[src/hw/rtl/ddam_pkg.sv]
package ddam_pkg;

  localparam int MAX_WIDTH_DEF  = 4096;
  localparam int MAX_HEIGHT_DEF = 4096;

  localparam int PIX_W      = 32;
  localparam int RGB_W      = 24;
  localparam int ALPHA_W    = 8;
  localparam int DICE_W     = 8;
  localparam int IMGW_W     = 13;
  localparam int CFG_IDX_W  = 2;
  localparam int CFG_DATA_W = 13;

  localparam logic [ALPHA_W-1:0] ALPHA_RESET = 8'd255;
  localparam logic [DICE_W-1:0]  DICE_RESET  = 8'd0;
  localparam logic [IMGW_W-1:0]  IMGW_RESET  = 13'd640;

  typedef enum logic [CFG_IDX_W-1:0] {
    REG_ALPHA = 2'd0,
    REG_DICE  = 2'd1,
    REG_IMGW  = 2'd2
  } reg_idx_t;

  // controller to datapath
  typedef struct packed {
    logic load;
    logic step;
    logic push;
  } ddam_cmd_t;

  // datapath to controller
  typedef struct packed {
    logic dice_zero;
    logic div_last;
    logic out_free;
  } ddam_stat_t;

endpackage

[src/hw/rtl/ddam_if.sv]
interface ddam_cfg_if;
  import ddam_pkg::*;
  logic                  valid;
  logic                  ready;
  logic [CFG_IDX_W-1:0]  index;
  logic [CFG_DATA_W-1:0] data;
  modport source (output valid, output index, output data, input ready);
  modport sink   (input valid, input index, input data, output ready);
endinterface

interface ddam_pix_in_if;
  import ddam_pkg::*;
  logic             valid;
  logic             ready;
  logic [PIX_W-1:0] pixel_in;
  logic             first_pixel;
  modport source (output valid, output pixel_in, output first_pixel, input ready);
  modport sink   (input valid, input pixel_in, input first_pixel, output ready);
endinterface

interface ddam_pix_out_if;
  import ddam_pkg::*;
  logic             valid;
  logic             ready;
  logic [PIX_W-1:0] pixel_out;
  modport source (output valid, output pixel_out, input ready);
  modport sink   (input valid, input pixel_out, output ready);
endinterface

[src/hw/rtl/ddam_ctrl.sv]
module ddam_ctrl (
  input  logic                 clk,
  input  logic                 rst,
  input  logic                 in_valid,
  output logic                 in_ready,
  input  ddam_pkg::ddam_stat_t stat,
  output ddam_pkg::ddam_cmd_t  cmd
);
  import ddam_pkg::*;

  typedef enum logic [1:0] {
    IDLE,
    CALC,
    PUSH
  } state_t;

  state_t state;

  always_comb begin
    cmd.load = in_ready && in_valid;
    cmd.step = (state == CALC);
    cmd.push = (state == PUSH) && stat.out_free;
  end

  always_ff @(posedge clk) begin
    if (rst) begin
      state    <= IDLE;
      in_ready <= 1'b1;
    end else begin
      unique case (state)
        IDLE: begin
          if (in_ready && in_valid) begin
            in_ready <= 1'b0;
            // no division needed when every pixel is selected
            state    <= stat.dice_zero ? PUSH : CALC;
          end
        end
        CALC: begin
          if (stat.div_last) begin
            state <= PUSH;
          end
        end
        PUSH: begin
          if (stat.out_free) begin
            state    <= IDLE;
            in_ready <= 1'b1;
          end
        end
        default: begin
          state    <= IDLE;
          in_ready <= 1'b1;
        end
      endcase
    end
  end

endmodule

[src/hw/rtl/ddam_dp.sv]
module ddam_dp #(
  parameter int MAX_WIDTH  = ddam_pkg::MAX_WIDTH_DEF,
  parameter int MAX_HEIGHT = ddam_pkg::MAX_HEIGHT_DEF
) (
  input  logic                            clk,
  input  logic                            rst,
  input  logic                            cfg_valid,
  input  logic [ddam_pkg::CFG_IDX_W-1:0]  cfg_index,
  input  logic [ddam_pkg::CFG_DATA_W-1:0] cfg_data,
  input  logic [ddam_pkg::PIX_W-1:0]      pixel_in,
  input  logic                            first_pixel,
  output logic                            out_valid,
  input  logic                            out_ready,
  output logic [ddam_pkg::PIX_W-1:0]      pixel_out,
  input  ddam_pkg::ddam_cmd_t             cmd,
  output ddam_pkg::ddam_stat_t            stat
);
  import ddam_pkg::*;

  localparam int CW  = $clog2(MAX_WIDTH);
  localparam int RW  = $clog2(MAX_HEIGHT);
  localparam int WW  = $clog2(MAX_WIDTH + 1);
  localparam int XW  = (WW > IMGW_W) ? WW : IMGW_W;
  localparam int SW  = $clog2(MAX_HEIGHT + MAX_WIDTH);
  localparam int NW  = $clog2(SW + 1);

  logic [ALPHA_W-1:0] alpha_byte;
  logic [DICE_W-1:0]  dice_width;
  logic [IMGW_W-1:0]  image_width;
  logic [CW-1:0]      column_count;
  logic [RW-1:0]      row_count;

  logic [RGB_W-1:0]   rgb;
  logic [SW-1:0]      dvd_a, dvd_b;
  logic [DICE_W-1:0]  rem_a, rem_b;
  logic               q_a, q_b;
  logic [NW-1:0]      step_cnt;

  logic [XW-1:0]      iw_ext;
  logic [WW-1:0]      eff_w;
  logic [CW-1:0]      c_cur;
  logic [RW-1:0]      r_cur, r_inc;
  logic [WW-1:0]      c_plus;
  logic [CW-1:0]      col_next;
  logic [RW-1:0]      row_next;
  logic [SW-1:0]      sum_a, sum_b;
  logic [DICE_W:0]    sh_a, sh_b, tr_a, tr_b;

  // clamp the configured width into one..max
  always_comb begin
    iw_ext = XW'(image_width);
    if (iw_ext == '0) begin
      eff_w = WW'(1);
    end else if (iw_ext > XW'(MAX_WIDTH)) begin
      eff_w = WW'(MAX_WIDTH);
    end else begin
      eff_w = iw_ext[WW-1:0];
    end
  end

  always_comb begin
    r_inc = (row_count < RW'(MAX_HEIGHT - 1)) ? row_count + RW'(1) : row_count;
    if (first_pixel) begin
      c_cur = '0;
      r_cur = '0;
    end else if (WW'(column_count) >= eff_w) begin
      // width lowered mid-row: wrap onto the next row
      c_cur = '0;
      r_cur = r_inc;
    end else begin
      c_cur = column_count;
      r_cur = row_count;
    end
    sum_a  = SW'(r_cur) + SW'(c_cur);
    sum_b  = SW'(r_cur) + SW'(eff_w) - SW'(c_cur);
    c_plus = WW'(c_cur) + WW'(1);
    if (c_plus >= eff_w) begin
      col_next = '0;
      row_next = (r_cur < RW'(MAX_HEIGHT - 1)) ? r_cur + RW'(1) : r_cur;
    end else begin
      col_next = c_plus[CW-1:0];
      row_next = r_cur;
    end
  end

  // one restoring division step for each dividend
  always_comb begin
    sh_a = {rem_a, dvd_a[SW-1]};
    sh_b = {rem_b, dvd_b[SW-1]};
    tr_a = sh_a - {1'b0, dice_width};
    tr_b = sh_b - {1'b0, dice_width};
  end

  always_comb begin
    stat.dice_zero = (dice_width == '0);
    stat.div_last  = (step_cnt == NW'(1));
    stat.out_free  = !out_valid || out_ready;
  end

  always_ff @(posedge clk) begin
    if (rst) begin
      alpha_byte   <= ALPHA_RESET;
      dice_width   <= DICE_RESET;
      image_width  <= IMGW_RESET;
      column_count <= '0;
      row_count    <= '0;
      out_valid    <= 1'b0;
    end else begin
      if (cfg_valid) begin
        unique case (cfg_index)
          REG_ALPHA: alpha_byte  <= cfg_data[ALPHA_W-1:0];
          REG_DICE:  dice_width  <= cfg_data[DICE_W-1:0];
          REG_IMGW:  image_width <= cfg_data[IMGW_W-1:0];
          default: ;
        endcase
      end
      if (cmd.load) begin
        column_count <= col_next;
        row_count    <= row_next;
      end
      if (cmd.push) begin
        out_valid <= 1'b1;
      end else if (out_ready) begin
        out_valid <= 1'b0;
      end
    end
  end

  always_ff @(posedge clk) begin
    if (cmd.load) begin
      rgb      <= pixel_in[RGB_W-1:0];
      dvd_a    <= sum_a;
      dvd_b    <= sum_b;
      rem_a    <= '0;
      rem_b    <= '0;
      q_a      <= 1'b0;
      q_b      <= 1'b0;
      step_cnt <= NW'(SW);
    end else if (cmd.step) begin
      dvd_a    <= {dvd_a[SW-2:0], 1'b0};
      dvd_b    <= {dvd_b[SW-2:0], 1'b0};
      step_cnt <= step_cnt - NW'(1);
      if (!tr_a[DICE_W]) begin
        rem_a <= tr_a[DICE_W-1:0];
        q_a   <= 1'b1;
      end else begin
        rem_a <= sh_a[DICE_W-1:0];
        q_a   <= 1'b0;
      end
      if (!tr_b[DICE_W]) begin
        rem_b <= tr_b[DICE_W-1:0];
        q_b   <= 1'b1;
      end else begin
        rem_b <= sh_b[DICE_W-1:0];
        q_b   <= 1'b0;
      end
    end
    if (cmd.push) begin
      // quotient parity of the last step picks the checker cell
      if ((dice_width == '0) || (q_a ^ q_b)) begin
        pixel_out <= {alpha_byte, rgb};
      end else begin
        pixel_out <= {ALPHA_W'(0), rgb};
      end
    end
  end

endmodule

[src/hw/rtl/diagonal_dice_alpha_mask.sv]
// diagonal dice alpha mask
// pixels arrive in raster order on pix_in (pixel_in, first_pixel) and leave on
// pix_out (pixel_out) with the rgb bits untouched and the alpha byte replaced
// by the configured alpha or zero, in a diagonal checker pattern.
// cfg writes alpha_byte (index 0), dice_width (1) and image_width (2); it is
// always ready and should only be written while no pixel is in flight.
// a pixel with first_pixel set restarts at row 0, column 0.
// one pixel is handled at a time: an accepted request goes through the CALC
// state (skipped when dice_width is zero) and the PUSH state into the output
// register. S is the width of the row+column sum (13 for 4096 x 4096), and in
// CALC the two cell quotients come from a shared-count restoring divider, one
// bit per cycle, over all S bits. the next request is taken once the result
// has been pushed into the output register.
// the output register lets the next pixel be accepted and worked on while a
// result still waits; a stalled receiver holds the result and, once a second
// result is ready, holds the block in its push state until taken.
// reset clears the row and column counters, empties the output register and
// returns the registers to alpha 255, dice width 0, image width 640.
module diagonal_dice_alpha_mask #(
  parameter int MAX_WIDTH  = ddam_pkg::MAX_WIDTH_DEF,
  parameter int MAX_HEIGHT = ddam_pkg::MAX_HEIGHT_DEF
) (
  input  logic           clk,
  input  logic           rst,
  ddam_cfg_if.sink       cfg,
  ddam_pix_in_if.sink    pix_in,
  ddam_pix_out_if.source pix_out
);
  import ddam_pkg::*;

  ddam_cmd_t  cmd;
  ddam_stat_t stat;

  assign cfg.ready = 1'b1;

  ddam_ctrl u_ctrl (
    .clk      (clk),
    .rst      (rst),
    .in_valid (pix_in.valid),
    .in_ready (pix_in.ready),
    .stat     (stat),
    .cmd      (cmd)
  );

  ddam_dp #(
    .MAX_WIDTH  (MAX_WIDTH),
    .MAX_HEIGHT (MAX_HEIGHT)
  ) u_dp (
    .clk         (clk),
    .rst         (rst),
    .cfg_valid   (cfg.valid),
    .cfg_index   (cfg.index),
    .cfg_data    (cfg.data),
    .pixel_in    (pix_in.pixel_in),
    .first_pixel (pix_in.first_pixel),
    .out_valid   (pix_out.valid),
    .out_ready   (pix_out.ready),
    .pixel_out   (pix_out.pixel_out),
    .cmd         (cmd),
    .stat        (stat)
  );

endmodule
[src/flat_wrapper.sv]
// flat-port wrapper written by rule: the top's interface ports become plain ports
module diagonal_dice_alpha_mask_flat import ddam_pkg::*;
#(
  parameter int MAX_WIDTH  = ddam_pkg::MAX_WIDTH_DEF,
  parameter int MAX_HEIGHT = ddam_pkg::MAX_HEIGHT_DEF
)
  (clk, rst, cfg_valid, cfg_index, cfg_data, cfg_ready, pix_in_valid, pix_in_pixel_in, pix_in_first_pixel, pix_in_ready, pix_out_valid, pix_out_pixel_out, pix_out_ready);
  ddam_cfg_if cfg_i ();
  ddam_pix_in_if pix_in_i ();
  ddam_pix_out_if pix_out_i ();
  input  logic clk;
  input  logic rst;
  input wire logic [$bits(cfg_i.valid)-1:0] cfg_valid;
  input wire logic [$bits(cfg_i.index)-1:0] cfg_index;
  input wire logic [$bits(cfg_i.data)-1:0] cfg_data;
  output wire logic [$bits(cfg_i.ready)-1:0] cfg_ready;
  input wire logic [$bits(pix_in_i.valid)-1:0] pix_in_valid;
  input wire logic [$bits(pix_in_i.pixel_in)-1:0] pix_in_pixel_in;
  input wire logic [$bits(pix_in_i.first_pixel)-1:0] pix_in_first_pixel;
  output wire logic [$bits(pix_in_i.ready)-1:0] pix_in_ready;
  output wire logic [$bits(pix_out_i.valid)-1:0] pix_out_valid;
  output wire logic [$bits(pix_out_i.pixel_out)-1:0] pix_out_pixel_out;
  input wire logic [$bits(pix_out_i.ready)-1:0] pix_out_ready;
  assign cfg_i.valid = cfg_valid;
  assign cfg_i.index = cfg_index;
  assign cfg_i.data = cfg_data;
  assign cfg_ready = cfg_i.ready;
  assign pix_in_i.valid = pix_in_valid;
  assign pix_in_i.pixel_in = pix_in_pixel_in;
  assign pix_in_i.first_pixel = pix_in_first_pixel;
  assign pix_in_ready = pix_in_i.ready;
  assign pix_out_valid = pix_out_i.valid;
  assign pix_out_pixel_out = pix_out_i.pixel_out;
  assign pix_out_i.ready = pix_out_ready;
  diagonal_dice_alpha_mask #(.MAX_WIDTH(MAX_WIDTH), .MAX_HEIGHT(MAX_HEIGHT)) u_core (.clk(clk), .rst(rst), .cfg(cfg_i), .pix_in(pix_in_i), .pix_out(pix_out_i));
endmodule
[config.mk]
export PLATFORM = sky130hd
export DESIGN_NAME = diagonal_dice_alpha_mask_flat
export DESIGN_NICKNAME = d
export VERILOG_FILES = /design/src/hw/rtl/ddam_pkg.sv /design/src/hw/rtl/ddam_if.sv /design/src/hw/rtl/ddam_ctrl.sv /design/src/hw/rtl/ddam_dp.sv /design/src/hw/rtl/diagonal_dice_alpha_mask.sv /design/src/flat_wrapper.sv
export SDC_FILE = /design/constraint.sdc
export NUM_CORES = 1
export LEC_CHECK = 0
export ABC_AREA = 1
export BUFFER_PORTS_ARGS = -buffer_cell sky130_fd_sc_hd__buf_4
export CORE_MARGIN = 5
export CORE_UTILIZATION = 50
export CTS_CLUSTER_SIZE = 25
export DETAILED_ROUTE_END_ITERATION = 16
export PLACE_DENSITY = 0.73
export SKIP_CTS_REPAIR_TIMING = 1
export SYNTH_ARGS = -nofsm -noshare
export SYNTH_HDL_FRONTEND = slang
export SYNTH_SLANG_ARGS = --single-unit
[constraint.sdc]
create_clock -name clk -period 8.5 [get_ports clk]
set_input_delay 1.7 -clock clk [delete_from_list [all_inputs] [get_ports clk]]
set_output_delay 1.7 -clock clk [all_outputs]
set_load 0.01 [all_outputs]
Word-level counts from Yosys, hierarchy flattened
Cells that the tools add are included.
- input port bits: 53
- register bits: 161
- output and inout bits: 35
- mux-type cells: 28
- add/subtract/negate cells: 9
- bitwise logic cells: 2
- reduce and logical (&&, ||, !) cells: 16
- equality and inequality tests: 8
- $lt $le $gt $ge: 5
- operators with widths (cell ; number):
    12-bit two-way mux ; 8
    13-bit two-way mux ; 6
    12-bit by 1-bit adder with 12-bit output (second input constant) ; 2
    12-bit < comparator (second input constant) ; 2
    9-bit by 8-bit subtractor with 9-bit output ; 2
    8-bit two-way mux ; 2
    12-bit by 1-bit adder with 13-bit output (second input constant) ; 1
    12-bit by 12-bit adder with 13-bit output ; 1
    12-bit by 13-bit adder with 13-bit output ; 1
    12-bit by 13-bit >= comparator with 1-bit output ; 1
    13-bit >= comparator ; 1
    13-bit greater-than comparator (second input constant) ; 1
    13-bit logical NOT ; 1
    13-bit by 12-bit subtractor with 13-bit output ; 1
    8-bit logical NOT ; 1
    2-bit two-way mux ; 4
    1-bit two-way mux ; 6
    2-bit case mux with 3 select lines ; 1
    2-bit AND reduction ; 3
    3-bit AND reduction ; 2
    2-bit by 1-bit == test with 1-bit output (second input constant) ; 2
    2-bit == test (second input constant) ; 2
    4-bit by 1-bit == test with 1-bit output (second input constant) ; 1
    2-bit logical NOT ; 2
    other kinds (10) ; 14

Depth between registers and ports, before layout
Gate-level depths: netlist of the first run.
- word-level depth: 9
- gate-level depth with buffers: 38
- depth with buffers taken out: 38

Cells and area by module
From an unflattened synthesis of the first run, not the netlist that was laid out.
- cells, all modules: 1288
- area, all modules: 10147.2 µm²
- modules (own cells, without submodules) (module ; sequential area each (µm²) ; instances ; cells each ; area each (µm²)):
    ddam_dp ; 3983.8 ; 1 ; 1257 ; 9959.6
    ddam_ctrl ; 60.1 ; 1 ; 29 ; 176.4
    diagonal_dice_alpha_mask ; 0.0 ; 1 ; 2 ; 11.3

Least setup slack after synthesis of the first run
No wires, ideal clock.
- path kind: in2reg
- from: in pix_in_first_pixel
- to: reg u_core.u_dp.dvd_b[12] (data pin)
- required time: 8.247 ns
- setup time: 0.253 ns
- stages: 17
- arrival time: 4.402 ns
- path buffers: 1
- setup slack: 3.845 ns
- cells stage by stage: buf_1 nor3_4 ha_1 inv_1 ha_1 fa_1 a31oi_1 inv_1 a21oi_1 o21ai_0 nand2_1 inv_1 nor2_1 o21bai_1 or2_2 nand3_1 nand2_1
- cells in the longest elaborated chain, start to end: 4
- RTL lines (what ; RTL line ; text):
    from (decl) ; flat_wrapper.sv:19 ; input wire logic [$bits(pix_in_i.first_pixel)-1:0] pix_in_first_pixel;
    12-bit two-way mux ; ddam_dp.sv:63 ; if (first_pixel) begin
    12-bit by 13-bit adder with 13-bit output ; ddam_dp.sv:75 ; sum_b = SW'(r_cur) + SW'(eff_w) - SW'(c_cur);
    13-bit by 12-bit subtractor with 13-bit output * ; ddam_dp.sv:75 ;
    13-bit two-way mux * ; ddam_dp.sv:130 ; if (cmd.load) begin
    to (signal assigned) ; ddam_dp.sv:133 ; dvd_b <= sum_b;
    to (signal assigned) ; ddam_dp.sv:141 ; dvd_b <= {dvd_b[SW-2:0], 1'b0};
    to (decl) ; ddam_dp.sv:34 ; logic [SW-1:0] dvd_a, dvd_b;
Mark *: on every way between the ends. The rest lies on a longest branch, timed or not.
A chain may end at the register's enable or synchronous reset.

Worst setup path in the final report of the first run
- from: reg u_core.u_dp.image_width[7]
- to: reg u_core.u_dp.column_count[8]
- cells in the longest elaborated chain, start to end: 9
- RTL lines (what ; RTL line ; text):
    from (decl) ; ddam_dp.sv:29 ; logic [IMGW_W-1:0] image_width;
    from (signal assigned) ; ddam_dp.sv:113 ; REG_IMGW: image_width <= cfg_data[IMGW_W-1:0];
    13-bit greater-than comparator ; ddam_dp.sv:54 ; end else if (iw_ext > XW'(MAX_WIDTH)) begin
    13-bit two-way mux ; ddam_dp.sv:54 ;
    13-bit two-way mux * ; ddam_dp.sv:52 ; if (iw_ext == '0) begin
    12-bit by 13-bit >= comparator with 1-bit output ; ddam_dp.sv:66 ; end else if (WW'(column_count) >= eff_w) begin
    12-bit two-way mux ; ddam_dp.sv:66 ;
    12-bit two-way mux ; ddam_dp.sv:63 ;
    12-bit by 1-bit adder with 13-bit output ; ddam_dp.sv:76 ; c_plus = WW'(c_cur) + WW'(1);
    13-bit >= comparator ; ddam_dp.sv:77 ; if (c_plus >= eff_w) begin
    12-bit two-way mux * ; ddam_dp.sv:77 ;
    to (signal assigned) ; ddam_dp.sv:118 ; column_count <= col_next;
    to (decl) ; ddam_dp.sv:30 ; logic [CW-1:0] column_count;
Marked as above.

==> flow_summary.rst, run 1 <==
.. list-table::
   :header-rows: 1

   * - Metric
     - Value
   * - Slowest CP cell
     - sky130_fd_sc_hd__nor2_1
   * - Die extent in y
     - 152.6 um
   * - CTS tree
     - done
   * - Final critical path time including I/O delays and setup
     - 7.169 ns
   * - Max-slew violation count
     - 0
   * - Proportion of netlist area held by the largest area contributor
     - 24.22%
   * - Max Root-Sink Buffers
     - 2
   * - Count of H-tree levels built during CTS
     - 4
   * - Yosys cell types
     - 51
   * - Count of endpoints failing hold in the final timing report
     - 0
   * - Share of synthesized area occupied by flip-flops and latches
     - 39.78%
   * - Critical register-to-register path endpoint
     - u_core.u_dp.column_count[8]$_SDFFE_PP0P_
   * - Later-pin clock latency in the skew report
     - 0.44 ns
   * - Normalized max-slew margin
     - 22.19%
   * - Cell internal power dissipation
     - 0.001840 W
   * - Portion of total power attributed to the clock network
     - 24.5%
   * - Portion of total power attributed to combinational logic
     - 38.1%
   * - Category of the worst setup path capture point
     - flip-flop
   * - Power per Cell Area
     - 262.4 nW/um^2
   * - Core Region
     - 20,100 sq um
   * - Number of design-rule violations left by the first detailed-router iteration
     - 666
   * - Final Net Count
     - 1,474
   * - Synthesis-to-layout area growth
     - 13.31%
   * - Synthesized net count
     - 1,410
   * - Share of post-route cells with drive strength above 1
     - 14.22%
   * - Cell area after technology mapping
     - 10,160 sq um
   * - Average instance area after synthesis
     - 7.985 sq um
   * - Data arrival time of the critical path
     - 7.53 ns
   * - Die outline area
     - 23,280 sq um
   * - Run status
     - finished clean
   * - CTS buffer count
     - 17
   * - Worst slack on hold paths
     - 0.4161 ns
   * - Maximum number of pins on one net before global-route repair
     - 60
   * - Post-synth EDFFs
     - 82
   * - Maximum Capacitance Violations
     - 0
   * - Most common flop cell mapped by yosys
     - sky130_fd_sc_hd__edfxtp_1
   * - Non-filler instance count after layout
     - 1,620
   * - Ant. Diodes
     - 0
   * - Required time reported for the critical path endpoint
     - 8.86 ns
   * - Average vias per placed instance
     - 5.364
   * - Destination of the worst hold path
     - u_core.u_dp.pixel_out[18]$_DFFE_PP_
   * - Final sum of negative setup slack
     - 0 ns
   * - Number of clock sinks
     - 161
   * - Wire length of the first global-routing pass
     - 40.30 mm
   * - Startpoint Class
     - flip-flop
   * - Die W
     - 152.6 um
   * - Placement-stage worst setup slack
     - 1.510 ns
   * - Path depth of the worst reg2reg path
     - 32
   * - Initial standard-cell utilization of the core
     - 50.56%
   * - Count of input and output buffers
     - 78
   * - Portion of total power attributed to sequential cells
     - 37.4%
   * - Final HPWL from detailed placement
     - 18.15 mm
   * - Maximum achievable frequency
     - 139.5 MHz
   * - Hold wc startpoint
     - u_core.u_dp.rgb[18]$_DFFE_PP_
   * - Setup ws final
     - 1.331 ns
   * - Initial antenna violation count
     - 0
   * - Number of placed instances with taps included
     - 1,588
   * - Fraction of registers with async set/reset
     - 0%
   * - Routed WL per cell
     - 15.02 um
   * - Setup repair after global routing missed its margin
     - no
   * - Final-layout fill cell count
     - 1,839
   * - Worst flop-to-flop path startpoint
     - u_core.u_dp.image_width[7]$_SDFFE_PP1P_
   * - Setup skew after layout
     - 0.01812 ns
   * - Pleak
     - 5.090 nW
   * - Worst Tran Pin Value
     - 1.165 ns
   * - Crit path largest cell delay
     - 0.84 ns
   * - Number of instances on the worst hold path
     - 0
   * - Number of placed I/O pins
     - 88
   * - Weighted congestion at the end of routability-driven global placement
     - 0.9675
   * - GRT overflow
     - 0
   * - Hold Path Class
     - flip-flop to flip-flop
   * - Vias in the first global route
     - 8,297
   * - Synthesized instance count
     - 1,273
   * - Cell repeated most along the worst path
     - sky130_fd_sc_hd__nand2_1
   * - Routed WL
     - 24.33 mm
   * - Worst reg2reg setup slack
     - 1.33 ns
   * - Worst setup path class
     - flip-flop to flip-flop
   * - Number of warnings printed during yosys synthesis
     - 0
   * - Synth Register Bits
     - 161
   * - Vias post-DR
     - 8,690
   * - Root cell of the clock tree
     - sky130_fd_sc_hd__clkbuf_16
   * - IR Drop Worst-Case VDD
     - 0.1204 mV
   * - Maximum fanout encountered on the critical timing path
     - 23
   * - Post-detailed-route count of antenna-violating nets
     - 0
   * - Final setup violation count
     - 0
   * - Detailed Routing Iterations Pass 1
     - 7
   * - Clock-pin slew of the registers on the worst-case setup and hold paths
     - 0.07 ns
   * - Cells taking the most area after synthesis
     - sky130_fd_sc_hd__edfxtp_1 (24%), sky130_fd_sc_hd__dfxtp_1 (16%), sky130_fd_sc_hd__nand2_1 (11%)
   * - Switching power total
     - 0.001182 W
   * - Overall fraction of global-route tracks in use
     - 20.86%
   * - Period Utilization, post-route
     - 84.35%
   * - Rows
     - 52
   * - Largest area contributor in the netlist
     - sky130_fd_sc_hd__edfxtp_1
   * - Switching part of the total
     - 39.12%
   * - Number of DRC violations after detailed routing
     - 0
-- cell type report --
class	instances	area (sq um)	area share, %
multi-input combinational	882	5223	45.34
sequential	161	4044	35.11
inverter	193	725.7	6.301
timing repair buffer	82	615.6	5.345
clock buffer	18	429.2	3.726
tap	270	337.8	2.933
clock inverter	14	142.6	1.238
-- layer usage --
metal	up-vias	routed length (um)	GRT usage (%)
li1	4337	-	-
met5	-	0	0
met1	3986	10740	27.39
met2	325	11320	34.73
met4	0	442	6.109
met3	42	1823	4.601
-- cell usage in the layout, fill, tap and decap left out, drive strengths merged, types with 10 or more instances in the layout --
cell and instances:
ha 71, o211ai 11, nand3 67, dfxtp 79
nand2 310, nor3 21, o21ai 79, buf 82
xor2 21, nand4 42, fa 13, clkbuf 18
xnor2 10, edfxtp 82, nor2 107, a21oi 95
inv 197
-- worst max path at each step --
stage | start | endpoint | slack (ns) | cells past startpoint
2_1_floorplan | pix_in_first_pixel | u_core.u_dp.dvd_b[12]$_DFFE_PP_ | 3.85 | 17
3_3_place_gp | u_core.u_dp.image_width[7]$_SDFFE_PP1P_ | u_core.u_dp.column_count[8]$_SDFFE_PP0P_ | 1.72 | 32
3_5_place_dp | u_core.u_dp.image_width[7]$_SDFFE_PP1P_ | u_core.u_dp.column_count[8]$_SDFFE_PP0P_ | 1.51 | 32
4_1_cts | u_core.u_dp.image_width[7]$_SDFFE_PP1P_ | u_core.u_dp.column_count[8]$_SDFFE_PP0P_ | 1.51 | 32
5_1_grt | u_core.u_dp.image_width[5]$_SDFFE_PP0P_ | u_core.u_dp.column_count[4]$_SDFFE_PP0P_ | 0.75 | 32
6_report | u_core.u_dp.image_width[7]$_SDFFE_PP1P_ | u_core.u_dp.column_count[8]$_SDFFE_PP0P_ | 1.33 | 32
-- worst max-delay path, delay by kind of cell (launching register included) --
family	cells	cell delay, ns
buffers and inverters	4	0.68
AO/OA/AOI/OAI	4	0.51
AND/OR/NAND/NOR	22	4.99
adder cells (fa/ha/maj)	2	0.64
flip-flops	1	0.30
-- power groups by stage --
stage / Clock (W) / Combinational (W) / Sequential, W
floorplan: 0 / 0.000855 / 0.00114
global placement: 0 / 0.00111 / 0.00114
detailed placement: 0 / 0.00114 / 0.00115
CTS: 0.000751 / 0.00115 / 0.00113
global route: 0.000787 / 0.00132 / 0.00115
finish: 0.000740 / 0.00115 / 0.00113
-- cell usage after synthesis, types with 6 or more instances --
| cell type | count |
|---|---|
| sky130_fd_sc_hd__o211ai_1 | 11 |
| sky130_fd_sc_hd__nor3_1 | 14 |
| sky130_fd_sc_hd__a21oi_1 | 93 |
| sky130_fd_sc_hd__nor2_1 | 88 |
| sky130_fd_sc_hd__clkbuf_1 | 21 |
| sky130_fd_sc_hd__inv_2 | 16 |
| sky130_fd_sc_hd__nand2_2 | 10 |
| sky130_fd_sc_hd__nand2_1 | 299 |
| sky130_fd_sc_hd__inv_1 | 174 |
| sky130_fd_sc_hd__buf_2 | 7 |
| sky130_fd_sc_hd__nand3_2 | 7 |
| sky130_fd_sc_hd__edfxtp_1 | 82 |
| sky130_fd_sc_hd__dfxtp_1 | 79 |
| sky130_fd_sc_hd__o21ai_0 | 72 |
| sky130_fd_sc_hd__nand3_1 | 56 |
| sky130_fd_sc_hd__nand4_1 | 40 |
| sky130_fd_sc_hd__nor2_2 | 7 |
| sky130_fd_sc_hd__fa_1 | 13 |
| sky130_fd_sc_hd__ha_1 | 71 |
| sky130_fd_sc_hd__nor2_4 | 11 |
| sky130_fd_sc_hd__xnor2_1 | 10 |
| sky130_fd_sc_hd__xor2_1 | 21 |
| sky130_fd_sc_hd__a31oi_1 | 6 |
-- cells by family (layout without fill, tap and decap cells) --
logic type	Yosys count	after routing	share of synthesized area (%)
DFF	161	161	39.78
and+or+nand+nor	561	561	26.38
adders and majority gates	84	84	11.30
xor gates and xnor gates	31	31	2.671
AOI/OAI and AO/OA	205	205	10.94
buffers and inverters	230	307	8.887
other	1	1	0.03689
-- state kept, by name, summed over array words and instances (netlist names), 2 cells and up --
| register | count |
|---|---|
| u_core.u_dp.dvd_b | 13 |
| u_core.u_dp.pixel_out | 32 |
| u_core.u_ctrl.state | 2 |
| u_core.u_dp.dvd_a | 13 |
| u_core.u_dp.image_width | 13 |
| u_core.u_dp.rgb | 24 |
| u_core.u_dp.rem_b | 8 |
| u_core.u_dp.dice_width | 8 |
| u_core.u_dp.column_count | 12 |
| u_core.u_dp.alpha_byte | 8 |
| u_core.u_dp.step_cnt | 4 |
| u_core.u_dp.rem_a | 8 |
| u_core.u_dp.row_count | 12 |
-- metrics by stage --
stage	utilization (%)	total power, W	cell area, sq um
2_1_floorplan	-	0.001994	10160
4_1_cts	57.29	0.003031	11520
3_5_place_dp	54.44	0.002287	10950
6_report	57.29	0.003022	11520
3_3_place_gp	54.44	0.002251	10950
5_1_grt	57.29	0.003252	11520
(Power assumes the default switching activity.)
==> run 2, diff against run 1 <==
==> constraint.sdc (replaced) <==
create_clock -name clk -period 6.75 [get_ports clk]
set_input_delay 1.35 -clock clk [delete_from_list [all_inputs] [get_ports clk]]
set_output_delay 1.35 -clock clk [all_outputs]
set_load 0.01 [all_outputs]
==> flow_summary.rst, run 2 (synthesized netlist as in run 1, its figures left out) <==
.. list-table::
   :header-rows: 1

   * - Metric
     - Value
   * - Dpl cell area
     - 10,980 sq um
   * - Share of post-route cells with drive strength above 1
     - 14.54%
   * - Most frequent cells in the layout
     - sky130_fd_sc_hd__nand2_1 (298), sky130_fd_sc_hd__inv_1 (174), sky130_fd_sc_hd__a21oi_1 (93)
   * - Most common cell after layout, fill and taps aside
     - sky130_fd_sc_hd__nand2_1
   * - Later-pin clock latency in the skew report
     - 0.43 ns
   * - Maximum fanout encountered on the critical timing path
     - 14
   * - Final setup violation count
     - 0
   * - IR Drop Worst-Case VDD
     - 0.1560 mV
   * - Synthesis-to-layout area growth
     - 13.86%
   * - Clock-pin slew of the registers on the worst-case setup and hold paths
     - 0.07 ns
   * - Flip-flop count of the largest register, all copies and words added
     - 32
   * - Root cell of the clock tree
     - sky130_fd_sc_hd__clkbuf_16
   * - Required time reported for the critical path endpoint
     - 6.94 ns
   * - Setup skew after layout
     - 0.01222 ns
   * - Final sum of negative setup slack
     - 0 ns
   * - Worst flop-to-flop path startpoint
     - u_core.u_dp.image_width[9]$_SDFFE_PP1P_
   * - Global-route track usage on met2
     - 35.13%
   * - Maximum number of pins on one net before global-route repair
     - 76
   * - Category of the worst setup path capture point
     - flip-flop
   * - Core Region
     - 20,100 sq um
   * - Weighted congestion at the end of routability-driven global placement
     - 0.9566
   * - Crit. Startpoint
     - u_core.u_dp.image_width[9]$_SDFFE_PP1P_
   * - Initial standard-cell utilization of the core
     - 50.56%
   * - Average vias per placed instance
     - 5.336
   * - Setup repair after global routing missed its margin
     - no
   * - Count of input and output buffers
     - 78
   * - Maximum Capacitance Violations
     - 0
   * - Detailed Routing Iterations Pass 1
     - 5
   * - Initial antenna violation count
     - 0
   * - Normalized max-slew margin
     - 38.44%
   * - Wire length of the first global-routing pass
     - 40.89 mm
   * - Run status
     - finished clean
   * - Number of DRC violations after detailed routing
     - 0
   * - Vias post-DR
     - 8,671
   * - Register with the highest flop count
     - u_core.u_dp.pixel_out
   * - Hold Path Class
     - flip-flop to flip-flop
   * - Post-detailed-route count of antenna-violating nets
     - 0
   * - Final Net Count
     - 1,479
   * - Final HPWL from detailed placement
     - 18.25 mm
   * - Worst slack on hold paths
     - 0.4162 ns
   * - Final-layout fill cell count
     - 1,810
   * - Max-slew violation count
     - 0
   * - Period Utilization, post-route
     - 89.32%
   * - Count of endpoints failing hold in the final timing report
     - 0
   * - Path depth of the worst reg2reg path
     - 30
   * - Routed WL per cell
     - 15.11 um
   * - Max Root-Sink Buffers
     - 2
   * - Crit path largest cell delay
     - 0.42 ns
   * - Power per Cell Area
     - 331.4 nW/um^2
   * - Rows
     - 52
   * - Global-route track usage on met1
     - 27.71%
   * - Maximum achievable frequency
     - 165.9 MHz
   * - GRT overflow
     - 0
   * - Worst reg2reg setup slack
     - 0.72 ns
   * - CTS buffer count
     - 17
   * - Cell repeated most along the worst path
     - sky130_fd_sc_hd__nand2_1
   * - Worst Tran Pin Value
     - 0.9138 ns
   * - Die extent in y
     - 152.6 um
   * - Number of placed I/O pins
     - 88
   * - Routed WL
     - 24.56 mm
   * - Met3 usage
     - 4.743%
   * - Count of H-tree levels built during CTS
     - 4
   * - Slowest CP cell
     - sky130_fd_sc_hd__fa_1
   * - Number of clock sinks
     - 161
   * - Largest registers in the final layout
     - u_core.u_dp.pixel_out (32), u_core.u_dp.rgb (24)
   * - Number of design-rule violations left by the first detailed-router iteration
     - 572
   * - Ant. Diodes
     - 0
   * - Critical register-to-register path endpoint
     - u_core.u_dp.dvd_b[12]$_DFFE_PP_
   * - Worst setup path class
     - flip-flop to flip-flop
   * - Overall fraction of global-route tracks in use
     - 21.13%
   * - Die W
     - 152.6 um
   * - Pleak
     - 5.126 nW
   * - Final critical path time including I/O delays and setup
     - 6.029 ns
   * - Vias in the first global route
     - 8,398
   * - Post-Layout Inst Area
     - 11,570 sq um
   * - Startpoint Class
     - flip-flop
   * - CTS tree
     - done
   * - Die outline area
     - 23,280 sq um
   * - GRT busiest layer
     - met2
   * - Data arrival time of the critical path
     - 6.22 ns
   * - End point of the critical path
     - u_core.u_dp.dvd_b[12]$_DFFE_PP_
## run 2: power by group
group | switching, W | internal [W] | total [W] | leakage [nW]
Clock | 0.000443 | 0.000527 | 0.000969 | 0.278
Combinational | 0.000933 | 0.000508 | 0.00144 | 3.42
Sequential | 0.000102 | 0.00132 | 0.00143 | 1.43
Total | 0.00148 | 0.00236 | 0.00384 | 5.13
## run 2: critical path: cells and delay by family (launching register included)
family | cells | cell delay (ns)
AOI/OAI and AO/OA | 4 | 0.69
adders and majority gates | 4 | 1.21
buffers and inverters | 6 | 0.75
DFF | 1 | 0.34
and+or+nand+nor | 16 | 2.81
## run 2: cell type report
cell class              count  area (sq um)  share of cell area (%)
clock buffers              17         425.4                   3.676
clock inverters            15         165.2                   1.427
inverters                 193         725.7                   6.270
multi-input cells         882          5223                   45.12
flip-flops and latches    161          4044                   34.94
well taps                 270         337.8                   2.919
repair buffers             87         653.1                   5.643
## run 2: stage by stage
step / cells / utilization [%] / worst slack [ns] / power [W]
after floorplan: 1273 / - / 2.126 / 0.002511
after global placement: 1593 / 54.63 / 0.9694 / 0.002839
after detailed placement: 1593 / 54.63 / 0.8861 / 0.002883
after CTS: 1625 / 57.57 / 0.7906 / 0.003859
after global routing: 1625 / 57.57 / 0.2491 / 0.004146
final: 1625 / 57.57 / 0.7208 / 0.003835
## run 2: worst min-delay path by stage
stage,endpoint,depth (start not counted),startpoint,slack [ns]
6_report,u_core.u_dp.pixel_out[17]$_DFFE_PP_,0,u_core.u_dp.rgb[17]$_DFFE_PP_,0.42
5_1_grt,u_core.u_dp.pixel_out[18]$_DFFE_PP_,0,u_core.u_dp.rgb[18]$_DFFE_PP_,0.43
4_1_cts,u_core.u_dp.pixel_out[9]$_DFFE_PP_,0,u_core.u_dp.rgb[9]$_DFFE_PP_,0.42
3_5_place_dp,u_core.u_dp.pixel_out[12]$_DFFE_PP_,0,u_core.u_dp.rgb[12]$_DFFE_PP_,0.40
3_3_place_gp,u_core.u_dp.pixel_out[19]$_DFFE_PP_,0,u_core.u_dp.rgb[19]$_DFFE_PP_,0.40
2_1_floorplan,u_core.u_dp.pixel_out[0]$_DFFE_PP_,0,u_core.u_dp.rgb[0]$_DFFE_PP_,0.40
## run 2: routing by layer
metal,vias to the layer above,wire [um]
met5,-,0
met4,0,537
met3,40,1580
met2,255,11370
met1,4016,11070
li1,4360,-
==> run 3, diff against run 2 <==
--- a/config.mk
+++ b/config.mk
@@ -8,10 +8,11 @@
 export ABC_AREA = 1
 export BUFFER_PORTS_ARGS = -buffer_cell sky130_fd_sc_hd__buf_4
 export CORE_MARGIN = 5
-export CORE_UTILIZATION = 50
+export CORE_UTILIZATION = 61
 export CTS_CLUSTER_SIZE = 25
 export DETAILED_ROUTE_END_ITERATION = 16
-export PLACE_DENSITY = 0.73
+export PLACE_DENSITY = 0.85
+export REMOVE_ABC_BUFFERS = 1
 export SKIP_CTS_REPAIR_TIMING = 1
 export SYNTH_ARGS = -nofsm -noshare
 export SYNTH_HDL_FRONTEND = slang
==> flow_summary.rst, run 3 (synthesized netlist as in run 1, its figures left out) <==
.. list-table::
   :header-rows: 1

   * - Metric
     - Value
   * - Run status
     - finished clean
   * - Destination of the worst hold path
     - u_core.u_dp.pixel_out[2]$_DFFE_PP_
   * - Number of design-rule violations left by the first detailed-router iteration
     - 710
   * - Maximum Capacitance Violations
     - 0
   * - Cell repeated most along the worst path
     - sky130_fd_sc_hd__nand2_1
   * - Worst setup path class
     - flip-flop to flip-flop
   * - Period Utilization, post-route
     - 90.43%
   * - Pleak
     - 5.154 nW
   * - Final critical path time including I/O delays and setup
     - 6.104 ns
   * - Number of DRC violations after detailed routing
     - 0
   * - Number of instances on the worst hold path
     - 0
   * - Final HPWL from detailed placement
     - 18.35 mm
   * - Power per Cell Area
     - 339.0 nW/um^2
   * - Critical Path Stages
     - 30
   * - Setup skew after layout
     - 0.01265 ns
   * - Max-slew violation count
     - 0
   * - Final-layout fill cell count
     - 1,309
   * - Final sum of negative setup slack
     - 0 ns
   * - Hold wc startpoint
     - u_core.u_dp.rgb[2]$_DFFE_PP_
   * - Slowest CP cell
     - sky130_fd_sc_hd__fa_1
   * - Maximum number of pins on one net before global-route repair
     - 67
   * - Category of the worst setup path capture point
     - flip-flop
   * - Normalized max-slew margin
     - 25.30%
   * - Setup repair after global routing missed its margin
     - no
   * - Die outline area
     - 19,340 sq um
   * - Maximum achievable frequency
     - 163.8 MHz
   * - Post-detailed-route count of antenna-violating nets
     - 0
   * - Largest registers in the final layout
     - u_core.u_dp.pixel_out (32), u_core.u_dp.rgb (24)
   * - Share of post-route cells with drive strength above 1
     - 14.60%
   * - CP delay by family, top
     - simple AND/OR/NAND/NOR gates
   * - Vias post-DR
     - 8,910
   * - GRT overflow
     - 0
   * - Number of placed I/O pins
     - 88
   * - Root cell of the clock tree
     - sky130_fd_sc_hd__clkbuf_16
   * - Later-pin clock latency in the skew report
     - 0.43 ns
   * - Finished Core Util
     - 70.13%
   * - Critical register-to-register path endpoint
     - u_core.u_dp.dvd_b[12]$_DFFE_PP_
   * - Critical path buffers and inverters
     - 6
   * - Vias in the first global route
     - 8,442
   * - Max Root-Sink Buffers
     - 2
   * - Final Net Count
     - 1,480
   * - IR Drop Worst-Case VDD
     - 0.2842 mV
   * - Worst reg2reg setup slack
     - 0.65 ns
   * - Routed WL per cell
     - 15.92 um
   * - Most common cell after layout, fill and taps aside
     - sky130_fd_sc_hd__nand2_1
   * - Initial antenna violation count
     - 0
   * - Clock-pin slew of the registers on the worst-case setup and hold paths
     - 0.06 ns
   * - Path depth of the worst reg2reg path
     - 30
   * - Area taken by multi-input logic gates
     - 5223 sq um
   * - Die extent in y
     - 139.1 um
   * - Required time reported for the critical path endpoint
     - 6.92 ns
   * - Area taken by flip-flops and latches
     - 4044 sq um
   * - Detailed Routing Iterations Pass 1
     - 5
   * - Register with the highest flop count
     - u_core.u_dp.pixel_out
   * - CTS tree
     - done
   * - Crit path largest cell delay
     - 0.42 ns
   * - Count of H-tree levels built during CTS
     - 4
   * - Initial standard-cell utilization of the core
     - 61.73%
   * - Startpoint Class
     - flip-flop
   * - Count of input and output buffers
     - 78
   * - Core Region
     - 16,470 sq um
   * - CTS buffer count
     - 17
   * - Overall fraction of global-route tracks in use
     - 25.99%
   * - Final setup violation count
     - 0
   * - Worst flop-to-flop path startpoint
     - u_core.u_dp.image_width[9]$_SDFFE_PP1P_
   * - Number of clock sinks
     - 161
   * - Ant. Diodes
     - 0
   * - Worst Tran Pin Value
     - 1.119 ns
   * - Maximum fanout encountered on the critical timing path
     - 16
   * - Rows
     - 47
   * - Worst slack on hold paths
     - 0.4177 ns
   * - Average vias per placed instance
     - 5.654
   * - Synthesis-to-layout area growth
     - 13.60%
   * - Data arrival time of the critical path
     - 6.27 ns
   * - Flip-flop count of the largest register, all copies and words added
     - 32
   * - Die W
     - 139.1 um
   * - Most frequent cells in the layout
     - sky130_fd_sc_hd__nand2_1 (298), sky130_fd_sc_hd__inv_1 (174), sky130_fd_sc_hd__a21oi_1 (93)
   * - Wire length of the first global-routing pass
     - 41.52 mm
   * - Weighted congestion at the end of routability-driven global placement
     - 0.9272
   * - Count of endpoints failing hold in the final timing report
     - 0
   * - Hold Path Class
     - flip-flop to flip-flop
   * - Routed WL
     - 25.10 mm
-- run 3: cell count changes in the layout (fill, tap and decap cells not counted) --
cell,change
sky130_fd_sc_hd__clkinvlp_4,-3
sky130_fd_sc_hd__inv_8,-4
sky130_fd_sc_hd__inv_6,+4
sky130_fd_sc_hd__bufinv_16,+2
sky130_fd_sc_hd__buf_4,+1
sky130_fd_sc_hd__clkinv_4,+2
sky130_fd_sc_hd__clkinv_8,-1
-- run 3: worst max-delay path by stage --
| stage | start | to |
|---|---|---|
| floorplan | u_core.u_dp.image_width[8]$_SDFFE_PP0P_ | u_core.u_dp.column_count[10]$_SDFFE_PP0P_ |
| global placement | u_core.u_dp.image_width[9]$_SDFFE_PP1P_ | u_core.u_dp.dvd_b[12]$_DFFE_PP_ |
| detailed placement | u_core.u_dp.image_width[9]$_SDFFE_PP1P_ | u_core.u_dp.dvd_b[12]$_DFFE_PP_ |
| CTS | u_core.u_dp.image_width[9]$_SDFFE_PP1P_ | u_core.u_dp.dvd_b[12]$_DFFE_PP_ |
| global route | u_core.u_dp.image_width[9]$_SDFFE_PP1P_ | u_core.u_dp.dvd_b[12]$_DFFE_PP_ |
| finish | u_core.u_dp.image_width[9]$_SDFFE_PP1P_ | u_core.u_dp.dvd_b[12]$_DFFE_PP_ |
-- run 3: per-layer routing --
layer	global-route usage [%]	part of all wire, %
met1	34.41	43
met2	42.93	47
met3	5.172	7.1
met4	8.754	2.7
met5	0	0
-- run 3: layout make-up --
type / instances / area share [%]
sequential: 161 / 35.02
tap: 220 / 2.384
timing repair buffer: 88 / 5.721
clock inverter: 15 / 1.679
clock buffer: 17 / 3.684
multi-input combinational: 882 / 45.23
inverter: 193 / 6.285
-- run 3: power by group --
group          leakage [nW]  switching, W  internal, W
clock                 0.301      0.000421     0.000594
sequential             1.43     0.0000996      0.00132
combinational          3.43      0.000969     0.000506
-- run 3: metrics by stage --
step / std cells / power, W / worst slack (ns) / cell area (sq um)
final: 1576 / 0.003915 / 0.6458 / 11550
after global routing: 1576 / 0.004175 / 0.07009 / 11550
after floorplan: 1236 / 0.002475 / 1.613 / 9987
after CTS: 1576 / 0.003911 / 0.6573 / 11550
after detailed placement: 1544 / 0.002877 / 0.8070 / 10930
after global placement: 1544 / 0.002811 / 0.9033 / 10930
-- run 3: worst register-to-register path, delay by kind of cell, from the launching register on --
kind	cells	cell delay (ns)
AOI/OAI and AO/OA	4	0.67
adders and majority gates	4	1.22
buffers and inverters	6	0.73
DFF	1	0.34
and+or+nand+nor	16	2.88
